File: src/sv/pce_pkg.sv
`timescale 1ns / 1ps
// ----------------------------------------------------------------------------
// pce_pkg
// Shared types and constant helpers for the peano curve encode unit.
// ----------------------------------------------------------------------------
package pce_pkg;

    typedef logic [1:0] t_trit;

    localparam t_trit TRIT_0 = 2'd0;
    localparam t_trit TRIT_1 = 2'd1;
    localparam t_trit TRIT_2 = 2'd2;

    // work carried from stage to stage
    typedef struct packed {
        logic [31:0] x;     // residual of x after the trits already taken
        logic [31:0] y;     // residual of y after the trits already taken
        logic [63:0] pos;   // position built so far
        logic        par_x; // parity of the x trit sum so far
        logic        par_y; // parity of the y trit sum so far
        logic        oor;   // coordinate out of range
    } t_work;

    // 3^n, evaluated at elaboration only
    function automatic logic [63:0] pow3(input int unsigned n);
        logic [63:0] acc;
        acc = 64'd1;
        for (int unsigned k = 0; k < n; k++) begin
            acc = acc * 64'd3;
        end
        return acc;
    endfunction

endpackage

File: src/sv/pce_range_stage.sv
`timescale 1ns / 1ps
// ----------------------------------------------------------------------------
// pce_range_stage
// Entry stage: registers the point and flags coordinates of 3^NUM_TRITS or more.
// ----------------------------------------------------------------------------
module pce_range_stage #(
    parameter int NUM_TRITS = 20
) (
    input  logic           i_clk,
    input  logic           i_rst_n,
    input  logic           i_up_valid,
    input  logic [31:0]    i_coord_x,
    input  logic [31:0]    i_coord_y,
    output logic           o_up_ready,
    output logic           o_dn_valid,
    output pce_pkg::t_work o_dn_data,
    input  logic           i_dn_ready
);
    localparam logic [33:0] LIMIT = 34'(pce_pkg::pow3(NUM_TRITS));

    logic           r_valid;
    pce_pkg::t_work r_data;
    pce_pkg::t_work n_data;

    assign o_up_ready = !r_valid || i_dn_ready;

    always_comb begin
        n_data.x     = i_coord_x;
        n_data.y     = i_coord_y;
        n_data.pos   = '0;
        n_data.par_x = 1'b0;
        n_data.par_y = 1'b0;
        n_data.oor   = ({2'b00, i_coord_x} >= LIMIT) || ({2'b00, i_coord_y} >= LIMIT);
    end

    always_ff @(posedge i_clk) begin
        if (!i_rst_n) begin
            r_valid <= 1'b0;
        end else if (o_up_ready) begin
            r_valid <= i_up_valid;
        end
    end

    always_ff @(posedge i_clk) begin
        if (o_up_ready && i_up_valid) begin
            r_data <= n_data;
        end
    end

    assign o_dn_valid = r_valid;
    assign o_dn_data  = r_data;
endmodule

File: config.mk
export PLATFORM = sky130hd
export DESIGN_NAME = pce_range_stage
export DESIGN_NICKNAME = d
export VERILOG_FILES = /design/src/sv/pce_pkg.sv /design/src/sv/pce_range_stage.sv
export SDC_FILE = /design/constraint.sdc
export NUM_CORES = 1
export LEC_CHECK = 0
export BUFFER_PORTS_ARGS = -buffer_cell sky130_fd_sc_hd__clkbuf_2
export CAP_MARGIN = 20
export CORE_MARGIN = 1
export CORE_UTILIZATION = 41
export DETAILED_ROUTE_END_ITERATION = 8
export GPL_TIMING_DRIVEN = 0
export MAX_ROUTING_LAYER = met4
export PLACE_DENSITY = 0.79
export REMOVE_ABC_BUFFERS = 1
export SYNTH_ARGS = -nofsm -noshare
export SYNTH_HDL_FRONTEND = slang
export SYNTH_SLANG_ARGS = --single-unit
File: constraint.sdc
create_clock -name i_clk -period 2.51 [get_ports i_clk]
set_input_delay 0.251 -clock i_clk [delete_from_list [all_inputs] [get_ports i_clk]]
set_output_delay 0.251 -clock i_clk [all_outputs]
set_load 0.03 [all_outputs]
* Word-level counts from Yosys, hierarchy flattened *
Cells that the tools add are included.

cells by class
  reduce and logical (&&, ||, !) cells = 4
  order comparisons = 2

operators with widths
  cell                                          count
  32-bit >= comparator (second input constant)  2
  1-bit logical OR                              2
  1-bit logical AND                             1
  1-bit zero test                               1

word-level totals
  register bits = 66
  logic and storage cells = 10
  output and inout port bits = 133

* Depth between registers and ports, before layout *
  depth in word-level cells = 3
  depth in mapped cells = 5
  mapped depth without buffers = 5

* Worst setup path after synthesis *
Ideal clock, no wire load.

  path type = flip-flop to flip-flop
  from = register r_valid, in the netlist o_dn_valid
  to = register r_data (netlist bit o_dn_data[0]) (enable)
  data arrival time = 2315 ps
  buffers on the path = 0
  path slack = -235 ps
  setup time = 430 ps
  required time = 2080 ps
  stages on the path, launching flop included = 3
  period minus slack after synthesis = 2745 ps
  cell sequence = dfxtp_1 > nand2b_1 > and2_1

between the ends
  cells in the longest elaborated chain, start to end = 3

ends and longest elaborated chain
  item                    RTL line               text
  from (decl)             pce_range_stage.sv:21  logic r_valid;
  from (signal assigned)  pce_range_stage.sv:40  r_valid <= i_up_valid;
  1-bit zero test         pce_range_stage.sv:25  assign o_up_ready = !r_valid || i_dn_ready;
  1-bit logical OR        pce_range_stage.sv:25
  via o_up_ready          pce_range_stage.sv:14  output logic o_up_ready,
  1-bit logical AND       pce_range_stage.sv:45  if (o_up_ready && i_up_valid) begin
  to (signal assigned)    pce_range_stage.sv:46  r_data <= n_data;
  to (decl)               pce_range_stage.sv:22  pce_pkg::t_work r_data;

The timed path passes the listed nets, and every way through them passes these cells.
A chain may end at the register's enable or synchronous reset.

* Worst setup path in the final report *
  from = register r_valid, in the netlist o_dn_valid
  to = register r_data (netlist bit o_dn_data[96]) (enable)

between the ends
  cells in the longest elaborated chain, start to end = 3

ends and longest elaborated chain
  item               RTL line
  1-bit zero test    pce_range_stage.sv:25
  1-bit logical OR   pce_range_stage.sv:25
  1-bit logical AND  pce_range_stage.sv:45

Every way passes these cells.

==> results.py <==
metrics = {
    "run_status": {
        "outcome": "finished, violations left",
        "violations": "DRC",
    },
    "synthesis": {
        "postSynthCellCount": 177,
        "synth.avg_cell_area_um2": 15.72,
        "post-synth-top-area-fraction_pct": 70.14,
        "yosysTopAreaCell": "edfxtp_1",
        "synth.area.top_cells": "edfxtp_1 70%, buf_4 18%, a2111oi_4 2.0%, nand2_1 0.94%, nand4_1 0.90%",
        "yosys_warnings": 0,
        "seq_area_frac_synth_pct": 70.86,
        "syn_area_um2": 2783,
        "yosysUniqueCellTypes": 26,
        "ys_ff_latch": 66,
    },
    "timing": {
        "hold_viol": 0,
        "period_share_pct": 63.24,
        "slew_headroom_pct": 61.16,
        "slew_violations": 0,
        "period_minus_slack_ns": 1.587,
        "layout_setup_ws_ns": 0.9227,
        "worst_slew_pin_slew_ns": 0.5825,
        "achievable-frequency_mhz": 630.0,
        "rsz0062_at_grt": "false",
        "finalSetupViolCount": 0,
        "fin_worst_skew_ns": 0.007559,
        "fin_tns_setup_ns": 0,
    },
    "setup_path": {
        "cp_max_fo": 42,
        "worstSetupPathType": "reg2reg",
        "crit_required_ns": 2.52,
        "worstPathArrival_ns": 1.60,
        "end_kind": "flip-flop",
        "startpoint_type": "flip-flop",
    },
    "final_layout": {
        "final_cell_mix": "134 x clkbuf_2, 66 x conb_1, 65 x edfxtp_1",
        "multiInputGateArea_um2": 556.8,
        "area_growth_pct": 25.99,
        "ff_latch_area_um2": 1972,
        "final_common_cell": "clkbuf_2",
        "drive_above_1_share_pct": 46.79,
        "n_antenna_cell": 0,
        "final.fill_count": 586,
        "stdcell_area_um2": 3506,
        "nets": 390,
        "fin_util_pct": 54.28,
    },
    "power_and_ir_drop": {
        "combPwrFrac_pct": 17.2,
        "power.switching_uw": 745.1,
        "p_sw_share_pct": 28.87,
        "cellLeakagePower_nw": 1.578,
        "p_int_mw": 1.835,
        "pwr-share-seq_pct": 50.5,
        "vdd_drop_max_mv": 0.4151,
        "finalPower_mw": 2.581,
        "pwr-share-clk_pct": 32.3,
        "power.density_nw_per_um2": 736.1,
    },
    "drt": {
        "wl_per_cell_um": 13.05,
        "ant_nets": 0,
        "wl_um": 5274,
        "first_pass_iters": 6,
        "wl_met1_um": 1951,
        "drcViolationCount": 11,
        "dr_wl_met3_um": 473,
        "viasPerCell": 4.339,
        "highest_layer": "met4",
        "drt_iter0_drc": 94,
        "wl_met2_um": 2758,
        "dr_total_vias": 1753,
    },
    "grt": {
        "grt_pass1_vias": 1613,
        "grt_pass1_wl_um": 7645,
        "grt_util_all_layers_pct": 14.96,
        "globalRoute.totalOverflow": 0,
        "antenna_found_initial": 0,
        "grt_max_degree": 43,
    },
    "clock_network": {
        "cts_hold_buf": 0,
        "cts_tree": "built",
        "htree_levels": 3,
        "numClockSinks": 66,
        "cts_buffers": 9,
        "post_cts_resized": 0,
        "clockRootBuffer": "clkbuf_8",
        "cts_max_path_buffers": 2,
        "insertion_delay_ns": 0.33,
        "cts.clk_slew.worst_paths_ns": 0.07,
        "post_cts_buffers": 0,
    },
    "floorplan": {
        "die_width_um": 84.39,
        "ios": 201,
        "core_area_um2": 6459,
        "num_rows": 29,
        "initial_core_util_pct": 43.08,
        "die_y_um": 84.39,
        "dieArea_um2": 7121,
    },
    "placed_design": {
        "postPlaceCellArea_um2": 3319,
        "place_ws_ns": 0.6326,
        "place_hpwl_um": 4206,
        "numPortBuffers": 134,
        "globalplace.congestion": 0.7069,
    },
    "flow_run": {
        "drv_cap": 0,
    },
    "hold_path": {
        "worst_hold_path_type": "in2reg",
    },
}
[cell usage after synthesis, drive strengths merged]
library cell / count
a2111oi: 2
a211oi: 1
a21boi: 1
a21oi: 2
a31oi: 2
and2: 1
and4b: 1
buf: 66
conb: 1
dfxtp: 1
edfxtp: 65
inv: 1
nand2: 7
nand2b: 1
nand3: 2
nand4: 4
nor2: 3
nor3: 5
nor3b: 1
nor4: 1
nor4bb: 2
o2111ai: 1
o211ai: 2
o21ai: 1
o32a: 1
or4: 2
[cell families after synthesis]
| kind of cell | count (synthesis) | synth area share (%) |
|---|---|---|
| compound gates | 13 | 4.721 |
| other cells | 1 | 0.1348 |
| flops | 66 | 70.86 |
| simple gates | 30 | 6.340 |
| buf+inv | 67 | 17.94 |
[flip-flops by register name, summed over array words and instances, names as in the netlist]
signal and cells:
o_dn_data 65, o_dn_valid 1
[per-layer routing]
layer  up-vias  global-route usage (%)
met3         9                   4.425
met2       121                   25.34
met4         0                   7.858
met5         -                       -
met1       805                   15.86
li1        818                       -
[critical path, cell delays in order (launching register included)]
cell and delay (ns):
dfxtp_1 0.31, nand2b_1 0.09, and2_2 0.53, buf_12 0.31
[layout make-up]
cell class,instances,area share (%)
Clock inverter,5,1.570
Sequential cell,66,56.25
Multi-Input combinational cell,109,15.88
Inverter,1,0.1071
Clock buffer,11,3.747
Tap cell,77,2.748
Timing Repair Buffer,135,19.70
[through the flow]
| step | hold WS (ns) | instances |
|---|---|---|
| 2_1_floorplan | 0.3499 | 176 |
| 3_3_place_gp | 0.4436 | 387 |
| 3_5_place_dp | 0.4455 | 388 |
| 4_1_cts | 0.08685 | 404 |
| 5_1_grt | 0.08502 | 404 |
| 6_report | 0.1097 | 404 |
[path summary, 6_finish.rpt]
path	startpoint	depth (start not counted)	to	slack (ns)
worst min-delay path	i_coord_x[29]	1	o_dn_data[128]	0.11
worst max-delay path	o_dn_valid	3	o_dn_data[96]	0.92
worst max register to register	o_dn_valid	3	o_dn_data[96]	0.92
worst min register to register	o_dn_valid	2	o_dn_valid	0.53
[power groups by stage]
stage | clock network [mW] | registers [mW] | logic, mW
floorplan | 0 | 1.46 | 0.167
global placement | 0 | 1.33 | 0.432
detailed placement | 0 | 1.33 | 0.442
CTS | 0.866 | 1.30 | 0.442
global route | 0.910 | 1.31 | 0.466
finish | 0.835 | 1.30 | 0.443
(Power assumes the default switching activity.)
