File: src/sv/pce_pkg.sv
`timescale 1ns / 1ps
// ----------------------------------------------------------------------------
// pce_pkg
// Shared types and constant helpers for the peano curve encode unit.
// ----------------------------------------------------------------------------
package pce_pkg;

    typedef logic [1:0] t_trit;

    localparam t_trit TRIT_0 = 2'd0;
    localparam t_trit TRIT_1 = 2'd1;
    localparam t_trit TRIT_2 = 2'd2;

    // work carried from stage to stage
    typedef struct packed {
        logic [31:0] x;     // residual of x after the trits already taken
        logic [31:0] y;     // residual of y after the trits already taken
        logic [63:0] pos;   // position built so far
        logic        par_x; // parity of the x trit sum so far
        logic        par_y; // parity of the y trit sum so far
        logic        oor;   // coordinate out of range
    } t_work;

    // 3^n, evaluated at elaboration only
    function automatic logic [63:0] pow3(input int unsigned n);
        logic [63:0] acc;
        acc = 64'd1;
        for (int unsigned k = 0; k < n; k++) begin
            acc = acc * 64'd3;
        end
        return acc;
    endfunction

endpackage

File: src/sv/pce_trit_stage.sv
`timescale 1ns / 1ps
// ----------------------------------------------------------------------------
// pce_trit_stage
// One digit stage: takes the trit of weight 3^EXP from x and y, reflects it
// by the other coordinate's parity and appends both to the position.
// ----------------------------------------------------------------------------
module pce_trit_stage #(
    parameter int EXP = 0
) (
    input  logic           i_clk,
    input  logic           i_rst_n,
    input  logic           i_up_valid,
    input  pce_pkg::t_work i_up_data,
    output logic           o_up_ready,
    output logic           o_dn_valid,
    output pce_pkg::t_work o_dn_data,
    input  logic           i_dn_ready
);
    localparam logic [32:0] P1 = 33'(pce_pkg::pow3(EXP));
    localparam logic [32:0] P2 = 33'(pce_pkg::pow3(EXP) << 1);

    logic           r_valid;
    pce_pkg::t_work r_data;
    pce_pkg::t_work n_data;

    pce_pkg::t_trit tx;
    pce_pkg::t_trit ty;
    pce_pkg::t_trit tx_m;
    pce_pkg::t_trit ty_m;
    logic [32:0]    sub_x;
    logic [32:0]    sub_y;
    logic [32:0]    diff_x;
    logic [32:0]    diff_y;
    logic           px;
    logic           py;

    assign o_up_ready = !r_valid || i_dn_ready;

    always_comb begin
        // digit extraction by compare against 2*3^e and 3^e
        if ({1'b0, i_up_data.x} >= P2) begin
            tx    = pce_pkg::TRIT_2;
            sub_x = P2;
        end else if ({1'b0, i_up_data.x} >= P1) begin
            tx    = pce_pkg::TRIT_1;
            sub_x = P1;
        end else begin
            tx    = pce_pkg::TRIT_0;
            sub_x = '0;
        end
        if ({1'b0, i_up_data.y} >= P2) begin
            ty    = pce_pkg::TRIT_2;
            sub_y = P2;
        end else if ({1'b0, i_up_data.y} >= P1) begin
            ty    = pce_pkg::TRIT_1;
            sub_y = P1;
        end else begin
            ty    = pce_pkg::TRIT_0;
            sub_y = '0;
        end
        diff_x = {1'b0, i_up_data.x} - sub_x;
        diff_y = {1'b0, i_up_data.y} - sub_y;

        // x trit reflects on odd y sum, y trit on odd x sum including this x trit
        tx_m = i_up_data.par_y ? (pce_pkg::TRIT_2 - tx) : tx;
        px   = i_up_data.par_x ^ (tx == pce_pkg::TRIT_1);
        ty_m = px ? (pce_pkg::TRIT_2 - ty) : ty;
        py   = i_up_data.par_y ^ (ty == pce_pkg::TRIT_1);

        n_data.x     = diff_x[31:0];
        n_data.y     = diff_y[31:0];
        n_data.pos   = (i_up_data.pos << 3) + i_up_data.pos
                     + 64'({tx_m, 1'b0}) + 64'(tx_m) + 64'(ty_m);
        n_data.par_x = px;
        n_data.par_y = py;
        n_data.oor   = i_up_data.oor;
    end

    always_ff @(posedge i_clk) begin
        if (!i_rst_n) begin
            r_valid <= 1'b0;
        end else if (o_up_ready) begin
            r_valid <= i_up_valid;
        end
    end

    always_ff @(posedge i_clk) begin
        if (o_up_ready && i_up_valid) begin
            r_data <= n_data;
        end
    end

    assign o_dn_valid = r_valid;
    assign o_dn_data  = r_data;
endmodule

File: config.mk
export PLATFORM = sky130hd
export DESIGN_NAME = pce_trit_stage
export DESIGN_NICKNAME = d
export VERILOG_FILES = /design/src/sv/pce_pkg.sv /design/src/sv/pce_trit_stage.sv
export SDC_FILE = /design/constraint.sdc
export NUM_CORES = 1
export LEC_CHECK = 0
export BUFFER_PORTS_ARGS = -buffer_cell sky130_fd_sc_hd__buf_2
export CAP_MARGIN = 5
export CORE_MARGIN = 4
export CORE_UTILIZATION = 40
export CTS_BUF_LIST = sky130_fd_sc_hd__clkbuf_8
export DETAILED_ROUTE_END_ITERATION = 8
export GPL_ROUTABILITY_DRIVEN = 1
export SYNTH_ARGS = -nofsm -noshare
export SYNTH_HDL_FRONTEND = slang
export SYNTH_SLANG_ARGS = --single-unit
File: constraint.sdc
create_clock -name i_clk -period 7.4 [get_ports i_clk]
set_input_delay 1.48 -clock i_clk [delete_from_list [all_inputs] [get_ports i_clk]]
set_output_delay 1.48 -clock i_clk [all_outputs]
set_load 0.02 [all_outputs]
Yosys cells after proc, flatten, opt, wreduce, memory -nomap -nowiden
Index checks and enable logic that the tools add are counted.

storage, ports and cells
  logic and storage cells = 36
  output and inout port bits = 133
  register bits after elaboration = 132

operators by class
  $lt $le $gt $ge = 4
  reduce and logical (&&, ||, !) cells = 3
  bitwise operators = 2
  eq/ne operators = 2
  $add $sub $neg = 8
  muxes and demuxes = 10

operator list
  kind                                                                                  number
  64-bit by 2-bit adder with 64-bit output                                              2
  64-bit by 3-bit adder with 64-bit output                                              1
  64-bit adder                                                                          1
  32-bit by 1-bit greater-or-equal comparator with 1-bit output, second input constant  2
  32-bit by 2-bit greater-or-equal comparator with 1-bit output, second input constant  2
  32-bit subtractor                                                                     2
  2-bit two-way mux                                                                     6
  2-bit by 1-bit equality test with 1-bit output, second input constant                 2
  1-bit two-way mux                                                                     4
  2-bit subtractor, first input constant                                                2
  1-bit bitwise XOR                                                                     2
  1-bit logical AND                                                                     1
  1-bit logical NOT                                                                     1
  1-bit logical OR                                                                      1

Longest topological paths before layout
Gate-level depths: netlist (run 1).

  depth after elaboration = 8
  gate-level depth with buffers = 18
  mapped depth without buffers = 18

Worst setup path before layout (run 1)
Ideal clock, no wire load.

  kind = input port to flip-flop
  start point = input port i_up_data[79] in the netlist's numbering
  end point = register r_data, in the netlist o_dn_data[65] (data pin)
  stages = 16
  setup slack = 1.075 ns
  required time = 7.140 ns
  setup time = 0.260 ns
  arrival time = 6.066 ns
  path through = or4_4 or3_1 nor4_2 nand2_1 fa_1 fa_1 nand2b_1 a21o_1 a211oi_1 o21ai_0 nor3b_1 o31a_1 o21ba_2 o41ai_1 or4_1 nand3_1

RTL lines
  item                  line                  text
  start, declared       pce_trit_stage.sv:13  input pce_pkg::t_work i_up_data,
  end signal, assigned  pce_trit_stage.sv:89  r_data <= n_data;
  end, declared         pce_trit_stage.sv:23  pce_pkg::t_work r_data;

==> flow_summary.json, run 1 <==
{
  "synth_cell_types": 62,
  "vdd_drop_max_v": 0.000101,
  "crit_chain": "buf_2 > or4_4 > or4_4 > nor4_1 > inv_1 > fa_1 > fa_1 > nand2b_1 > a21o_1 > a211oi_1 > o21ai_0 > nor3b_1 > o31a_1 > o21ba_2 > o41ai_1 > or4_1 > nand3_1",
  "clk_latency_ns": 0.45,
  "coreArea_um2": 24300,
  "r2r_slack_ns": 4.95,
  "relSlewSlack_pct": 39.5,
  "final_cells": 1557,
  "clk_pin_slew_ns": 0.10,
  "area_growth_pct": 20.5,
  "p_leak_nw": 5.28,
  "postCtsHoldBufs": 0,
  "period_needed_ns": 6.53,
  "crit_fanout": 4,
  "yosys-top-cells-area": "edfxtp_1 (40%), ha_1 (16%), xnor2_1 (5.5%)",
  "grt_pass1_vias": 7975,
  "cts_sinks": 132,
  "grt_usage_pct": 19.1,
  "syn_inst": 962,
  "grt_max_degree": 73,
  "drt_first_pass_iters": 8,
  "clockBufferDepth": 2,
  "power_mw": 2.36,
  "synth-async-reset-ratio_pct": 0,
  "critical_path_arrival_ns": 6.74,
  "synth_area_um2": 9910,
  "fin_crit_sh_pct": 88.2,
  "fp-row-count": 57,
  "viasPerCell": 5.36,
  "cts_buffers": 17,
  "tightestPinTransition_ns": 0.908,
  "yosys_warnings": 0,
  "clock.fmax_mhz": 153,
  "slowest_stage": "or4_4",
  "rsz0062_at_grt": "no",
  "clock_skew_ns": 0.0144,
  "htreeDepth": 4,
  "powerDensity_nw_per_um2": 198,
  "cts_resized": 0,
  "synth_edf_count": 131,
  "wl_per_cell_um": 17.4,
  "critical_path_buf_inv_count": 2,
  "ant_nets": 0,
  "drtIter0Drc": 540,
  "antenna_found_initial": 1,
  "required_ns": 7.61,
  "synth.most_common_cell": "edfxtp_1",
  "ys_ff_latch": 132,
  "antenna_cells": 0,
  "critical_path_class": "primary input to flop",
  "maxCapViolations": 0,
  "drive_gt1_share_pct": 26.4,
  "slowest_delay_ns": 0.55,
  "drv_slew": 0,
  "finish.net_count": 1486,
  "portBuffers": 267,
  "yosys.area.top_type": "edfxtp_1",
  "wirelength_um": 27100,
  "syn_area_per_cell_um2": 10.3,
  "yosys.area.top_type_share_pct": 39.7,
  "synth_nets": 1228,
  "hpwl_um": 22000,
  "die_w_um": 165,
  "final_util_pct": 49.1,
  "dieHeight_um": 165,
  "status": "finished clean",
  "cp-start-kind": "primary input",
  "setup_violations": 0,
  "cp_top_family": "simple AND/OR/NAND/NOR gates",
  "pre_cts_ws_ns": 0.400,
  "worstSetupEndpointType": "flop",
  "place_congestion": 0.859,
  "setup_tns_ns": 0,
  "placed_cells": 1525,
  "root_buffer": "clkbuf_8",
  "yosysSeqAreaShare_pct": 39.9,
  "grt_overflow": 0,
  "yosys_most_used_dff": "edfxtp_1",
  "cts_tree": "yes",
  "vias": 8348,
  "ios": 268,
  "grt_pass1_wl_um": 41600,
  "layout_setup_ws_ns": 0.874,
  "synth_commonest_cells": "edfxtp_1 (131), ha_1 (127), a21oi_1 (75)",
  "die_area_um2": 27300,
  "start_util_pct": 40.7,
  "hp-class": "flop to flop",
  "post_cts_buffers": 0,
  "drcViolationCount": 0,
  "finalHoldViolCount": 0
}
## final timing paths
| check | start | end | cells past startpoint |
|---|---|---|---|
| worst min-delay path | o_dn_valid$_SDFFE_PN0N_ | o_dn_valid$_SDFFE_PN0N_ | 2 |
| worst max-delay path | i_up_data[127] | o_dn_data[65]$_DFFE_PP_ | 17 |
| worst min register to register | o_dn_valid$_SDFFE_PN0N_ | o_dn_valid$_SDFFE_PN0N_ | 2 |
| worst max register to register | o_dn_valid$_SDFFE_PN0N_ | o_dn_data[8]$_DFFE_PP_ | 3 |
## worst register-to-register path: stages (launching register included)
cell,delay [ns]
dfxtp_1,0.32
nand2b_1,0.10
and2_4,0.73
buf_4,0.88
## per-layer routing
metal	global-route usage, %	up-vias	routed length [um]
met1	25.2	3888	12000
li1	-	4125	-
met5	0	-	11
met3	3.67	35	1880
met2	32.1	298	12600
met4	5.55	2	574
## state kept, by name, indices dropped and copies added, names as in the netlist
| register | count |
|---|---|
| o_dn_valid | 1 |
| o_dn_data | 131 |
## kinds of logic (layout without fill, tap and decap cells)
family                     after synthesis  in the layout  synth area share (%)
buffers and inverters                   65            336                  2.46
adders and majority gates              131            131                  16.8
and+or+nand+nor                        276            276                  14.3
AOI/OAI and AO/OA                      239            239                  16.0
DFF                                    132            132                  39.9
xor gates and xnor gates               119            119                  10.5
## stage by stage
stage,cell area (um^2),hold WS [ns]
after floorplan,9910,0.750
after global placement,11600,0.512
after detailed placement,11600,0.537
after CTS,11900,0.551
after global routing,11900,0.591
final,11900,0.553
## power breakdown
group          switching (mW)  total (mW)  internal [mW]
Clock                   0.351       0.602          0.251
Sequential             0.0205       0.959          0.938
Combinational           0.504       0.801          0.297
Total                   0.875        2.36           1.49
## area by class of cell
class,count,area (um^2)
Clock buffer,17,234
Multi-Input combinational cell,765,5710
Timing Repair Buffer,269,1350
Fill cell,2334,12400
Tap cell,324,405
Clock inverter,15,151
Sequential cell,132,3950
Inverter,35,131
## cell usage in the layout, fill, tap and decap left out, types with 35 or more instances in the layout
| master | netlist | final |
|---|---|---|
| buf_2 | 0 | 267 |
| edfxtp_1 | 131 | 131 |
| ha_1 | 127 | 127 |
| a21oi_1 | 75 | 75 |
| nand2_1 | 67 | 67 |
| xnor2_1 | 62 | 62 |
| nor2_1 | 57 | 57 |
| xor2_1 | 57 | 57 |
| o21ai_0 | 40 | 40 |
| a21o_1 | 39 | 39 |
| inv_1 | 35 | 35 |
Note: power is estimated with default switching activity, not from simulation.
==> run 2, diff against run 1 <==
Settings changed: PLACE_DENSITY set to 0.67.
==> run 2 against run 1 <==
Worst hold slack improved by 0.012 ns. Sequential power barely moved. Non-clock buffer count did not move. Register-to-register slack improved by 0.06 ns. Design area barely moved. Largest power group unchanged. Total power rose by 0.43%. Die area did not move. Clock skew rose by 0.0033 ns. Via count barely moved.
==> flow_summary.json, run 2 (synthesis results as in run 1) <==
{
  "critical_path_arrival_ns": 6.79,
  "fill_cells": 2252,
  "clockBufferDepth": 2,
  "dieHeight_um": 165,
  "drive_gt1_share_pct": 26.4,
  "start_util_pct": 40.7,
  "finalHoldViolCount": 0,
  "clk_latency_ns": 0.45,
  "worstHoldEndpoint": "o_dn_valid$_SDFFE_PN0N_",
  "rsz0062_at_grt": "no",
  "seq_area_um2": 3950,
  "multi_input_area_um2": 5710,
  "status": "finished clean",
  "final_common_cell": "buf_2",
  "coreArea_um2": 24300,
  "grt_pass1_wl_um": 42000,
  "cts_buffers": 17,
  "cts_sinks": 132,
  "grt_max_degree": 84,
  "hold_path_depth": 2,
  "fp-row-count": 57,
  "rr_startpoint": "o_dn_valid$_SDFFE_PN0N_",
  "antenna_found_initial": 0,
  "grt_usage_pct": 19.3,
  "required_ns": 7.60,
  "fin_crit_sh_pct": 89.0,
  "mostFrequentLayoutCells": "buf_2 (267), edfxtp_1 (131), ha_1 (127)",
  "post_cts_buffers": 0,
  "cp-start-kind": "primary input",
  "setup_violations": 0,
  "wl_per_cell_um": 17.4,
  "clk_pin_slew_ns": 0.09,
  "min_from": "o_dn_valid$_SDFFE_PN0N_",
  "portBuffers": 267,
  "place_congestion": 0.910,
  "final_util_pct": 49.1,
  "ant_nets": 0,
  "powerDensity_nw_per_um2": 198,
  "die_area_um2": 27300,
  "antenna_cells": 0,
  "crit_fanout": 4,
  "maxCapViolations": 0,
  "htreeDepth": 4,
  "timing.rr.end": "o_dn_data[25]$_DFFE_PP_",
  "root_buffer": "clkbuf_8",
  "critical_path_class": "primary input to flop",
  "wirelength_um": 27100,
  "cts_tree": "yes",
  "hpwl_um": 22300,
  "area_growth_pct": 20.6,
  "largest_reg_flops": 131,
  "cts_resized": 0,
  "drt_first_pass_iters": 5,
  "worstSetupEndpointType": "flop",
  "ios": 268,
  "r2r_slack_ns": 5.01,
  "postCtsHoldBufs": 0,
  "drcViolationCount": 0,
  "clock_skew_ns": 0.0178,
  "vdd_drop_max_v": 0.000117,
  "vias": 8340,
  "tightestPinTransition_ns": 1.07,
  "relSlewSlack_pct": 28.5,
  "p_leak_nw": 5.28,
  "setup_tns_ns": 0,
  "clock.fmax_mhz": 152,
  "drv_slew": 0,
  "drtIter0Drc": 477,
  "viasPerCell": 5.36,
  "reg2regPathDepth": 3,
  "grt_pass1_vias": 8167,
  "hp-class": "flop to flop",
  "grt_overflow": 0,
  "die_w_um": 165,
  "period_needed_ns": 6.59,
  "finish.net_count": 1486
}
## run 2: cell types whose count changed in the layout (fill, tap and decap cells not counted), sizes merged
cell	change
clkinvlp	+1
bufinv	+1
inv	-2
## run 2: routing by layer
| layer | GRT usage (%) | vias up | part of all wire, % |
|---|---|---|---|
| met1 | 23.9 | 3904 | 42 |
| met3 | 3.70 | 42 | 6.5 |
| met2 | 33.7 | 270 | 49 |
| li1 | - | 4124 | - |
| met5 | 0 | - | 0 |
| met4 | 6.79 | 0 | 2.6 |
## run 2: layout make-up
type	count	area share [%]
Clock buffer	17	1.96
Clock inverter	15	1.35
Inverter	35	1.10
Multi-Input combinational cell	765	47.8
Sequential cell	132	33.1
Tap cell	324	3.39
Timing Repair Buffer	269	11.3
## run 2: stage by stage
step / std cells / setup slack (ns) / hold WS (ns) / power (mW) / cell area (um^2)
3_3_place_gp: 1525 / 0.488 / 0.515 / 1.76 / 11600
4_1_cts: 1557 / 0.881 / 0.555 / 2.39 / 11900
5_1_grt: 1557 / 0.443 / 0.571 / 2.51 / 11900
2_1_floorplan: 962 / 1.07 / 0.750 / 1.51 / 9910
3_5_place_dp: 1525 / 0.396 / 0.541 / 1.77 / 11600
6_report: 1557 / 0.810 / 0.565 / 2.37 / 11900
## run 2: how the worst max path moves through the flow
stage | from | endpoint | slack [ns] | cells past startpoint
3_5_place_dp | i_up_data[125] | o_dn_data[65]$_DFFE_PP_ | 0.40 | 17
4_1_cts | i_up_data[127] | o_dn_data[65]$_DFFE_PP_ | 0.88 | 17
5_1_grt | i_up_data[125] | o_dn_data[65]$_DFFE_PP_ | 0.44 | 18
2_1_floorplan | i_up_data[79] | o_dn_data[65]$_DFFE_PP_ | 1.07 | 16
3_3_place_gp | i_up_data[127] | o_dn_data[65]$_DFFE_PP_ | 0.49 | 17
6_report | i_up_data[125] | o_dn_data[65]$_DFFE_PP_ | 0.81 | 17
## run 2: where the power goes
part,total [mW],switching [mW],internal (mW),leakage [nW]
registers,0.961,0.0229,0.938,1.28
clock network,0.613,0.334,0.279,0.191
logic,0.797,0.500,0.297,3.81
## run 2: worst max-delay path, stage by stage
cell	delay, ns
buf_2	0.13
or4_4	0.55
or4_4	0.54
nor4_1	0.47
inv_1	0.12
fa_1	0.45
fa_1	0.43
nand2b_1	0.18
a21o_1	0.22
a211oi_1	0.33
o21ai_0	0.15
nor3b_1	0.20
o31a_1	0.37
o21ba_2	0.27
o41ai_1	0.61
or4_1	0.20
nand3_1	0.07
==> run 3, diff against run 2 <==
Settings changed: ABC_AREA set to 1, CTS_CLUSTER_SIZE set to 24, PLACE_DENSITY 0.67 to 0.66.
==> run 3 against run 2 <==
Sequential power about the same. Flip-flop and latch count unchanged. Setup slack improved by 1.6 ns. Total power increased by 1.8%. Via count increased by 18%. Die area increased by 8.5%. Core utilization increased by 0.15 points. First-iteration DRC count increased by 24%. Clock-buffer cell count unchanged. Critical path type unchanged. Largest cell class unchanged. Largest power group unchanged. Highest routed layer unchanged.
==> flow_summary.json, run 3 <==
{
  "status": "finished clean",
  "critical_path_arrival_ns": 5.24,
  "slowest_stage": "fa_1",
  "cts_buffers": 17,
  "cts_resized": 0,
  "yosys-top-cells-area": "edfxtp_1 (36%), ha_1 (15%), nand2_1 (7.3%)",
  "required_ns": 7.61,
  "slowest_delay_ns": 0.48,
  "maxCapViolations": 0,
  "wl_per_cell_um": 16.9,
  "relSlewSlack_pct": 35.3,
  "synth_area_um2": 10800,
  "ys_ff_latch": 132,
  "coreArea_um2": 26300,
  "synth-async-reset-ratio_pct": 0,
  "syn_area_per_cell_um2": 8.40,
  "synth_commonest_cells": "nand2_1 (211), nor2_1 (177), inv_1 (163)",
  "drt_first_pass_iters": 5,
  "powerDensity_nw_per_um2": 186,
  "place_congestion": 0.936,
  "yosys_warnings": 0,
  "clk_pin_slew_ns": 0.09,
  "rsz0062_at_grt": "no",
  "grt_overflow": 0,
  "p_leak_nw": 6.02,
  "clock_skew_ns": 0.0162,
  "fp-row-count": 59,
  "finish.net_count": 1839,
  "vias": 9863,
  "largest_reg_flops": 131,
  "placed_cells": 1889,
  "area_growth_pct": 20.0,
  "final_cells": 1922,
  "worstSetupEndpointType": "flop",
  "yosys_most_used_dff": "edfxtp_1",
  "crit_fanout": 4,
  "synth_nets": 1551,
  "vdd_drop_max_v": 0.000102,
  "cts_sinks": 132,
  "grt_usage_pct": 21.5,
  "start_util_pct": 41.1,
  "seq_area_um2": 3950,
  "hpwl_um": 27700,
  "portBuffers": 267,
  "hp-class": "flop to flop",
  "final_common_cell": "buf_2",
  "cpMostUsedCell": "nand2_1",
  "multi_input_area_um2": 6170,
  "critical_path_class": "primary input to flop",
  "die_w_um": 172,
  "cp-start-kind": "primary input",
  "period_needed_ns": 5.03,
  "crit_chain": "buf_2 > nor2_2 > inv_2 > nor2_4 > nand2_2 > inv_1 > nand3_1 > nor3_1 > nand2_1 > inv_1 > ha_1 > nand2_1 > nand2_1 > fa_1 > o21ai_2 > a21oi_1 > o21ai_2 > a21oi_2 > o21ai_1 > a21oi_1 > nor2_1 > nand2_1 > nand3_1 > nand2_1",
  "finalHoldViolCount": 0,
  "yosysSeqAreaShare_pct": 36.6,
  "critical_path_buf_inv_count": 4,
  "setup_violations": 0,
  "tightestPinTransition_ns": 0.971,
  "mostFrequentLayoutCells": "buf_2 (267), nand2_1 (211), nor2_1 (177)",
  "drtIter0Drc": 593,
  "cts_tree": "yes",
  "setup_tns_ns": 0,
  "ios": 268,
  "clk_latency_ns": 0.44,
  "grt_max_degree": 72,
  "clockBufferDepth": 2,
  "synth.most_common_cell": "nand2_1",
  "clock.fmax_mhz": 199,
  "htreeDepth": 4,
  "post_cts_buffers": 0,
  "cp_top_family": "simple AND/OR/NAND/NOR gates",
  "ant_nets": 0,
  "drcViolationCount": 0,
  "dieHeight_um": 172,
  "fin_crit_sh_pct": 67.9,
  "wirelength_um": 32400,
  "postCtsHoldBufs": 0,
  "antenna_found_initial": 1,
  "fill_cells": 2596,
  "yosys.area.top_type_share_pct": 36.5,
  "viasPerCell": 5.13,
  "grt_pass1_vias": 9836,
  "drive_gt1_share_pct": 23.3,
  "synth_edf_count": 131,
  "yosys.area.top_type": "edfxtp_1",
  "syn_inst": 1285,
  "holdWs_ns": 0.566,
  "root_buffer": "clkbuf_8",
  "drv_slew": 0,
  "die_area_um2": 29700,
  "grt_pass1_wl_um": 50000,
  "synth_cell_types": 48
}
[run 3: cell count changes in the layout (fill, tap and decap cells not counted), moves of 25 or more]
| cell | delta |
|---|---|
| nand2_1 | +144 |
| inv_1 | +129 |
| nor2_1 | +120 |
| xnor2_1 | -41 |
| a21o_1 | -35 |
| xor2_1 | +31 |
| a21oi_1 | +25 |
[run 3: metrics by stage]
stage | worst slack, ns | util, % | total power [mW] | area (um^2)
after floorplan | 1.60 | - | 1.52 | 10800
after global placement | 1.94 | 47.8 | 1.81 | 12600
final | 2.37 | 49.3 | 2.41 | 13000
after CTS | 2.34 | 49.3 | 2.44 | 12900
after global routing | 1.93 | 49.3 | 2.57 | 13000
after detailed placement | 1.84 | 47.8 | 1.82 | 12600
[run 3: final timing paths]
| check | start | endpoint | cells past startpoint | slack (ns) |
|---|---|---|---|---|
| worst max-delay path | i_up_data[112] | o_dn_data[51]$_DFFE_PP_ | 24 | 2.37 |
| worst min-delay path | o_dn_valid$_SDFFE_PN0N_ | o_dn_valid$_SDFFE_PN0N_ | 2 | 0.57 |
| worst max register to register | o_dn_valid$_SDFFE_PN0N_ | o_dn_data[11]$_DFFE_PP_ | 2 | 5.69 |
| worst min register to register | o_dn_valid$_SDFFE_PN0N_ | o_dn_valid$_SDFFE_PN0N_ | 2 | 0.57 |
[run 3: cell type report]
class / count / area share (%)
clock buffer: 17 / 1.81
inverter: 180 / 5.22
timing repair buffer: 269 / 10.4
clock inverter: 15 / 1.11
tap: 335 / 3.24
sequential: 132 / 30.5
antenna: 1 / 0.0193
multi-input combinational: 973 / 47.7
[run 3: cell families after synthesis]
group / Yosys count / synth area share (%)
AND/OR/NAND/NOR: 513 / 21.0
adder cells (fa/ha/maj): 131 / 15.5
AO/OA/AOI/OAI: 220 / 11.8
flip-flops: 132 / 36.6
XOR/XNOR: 109 / 8.85
buffers and inverters: 180 / 6.26
[run 3: worst min-delay path, stage by stage (launching register included)]
cell	delay, ns
dfxtp_1	0.36
nand2_1	0.09
a21boi_0	0.07
[run 3: layer usage]
layer	global-route usage [%]	share of wire, %	vias up
li1	-	-	4934
met1	27.2	42	4540
met2	37.4	48	343
met3	3.91	7.0	46
met4	6.49	2.5	0
met5	0	0	-
[run 3: power breakdown]
part | switching (mW) | internal [mW] | leakage [nW]
combinational | 0.560 | 0.281 | 4.56
sequential | 0.0230 | 0.938 | 1.28
clock | 0.338 | 0.273 | 0.180
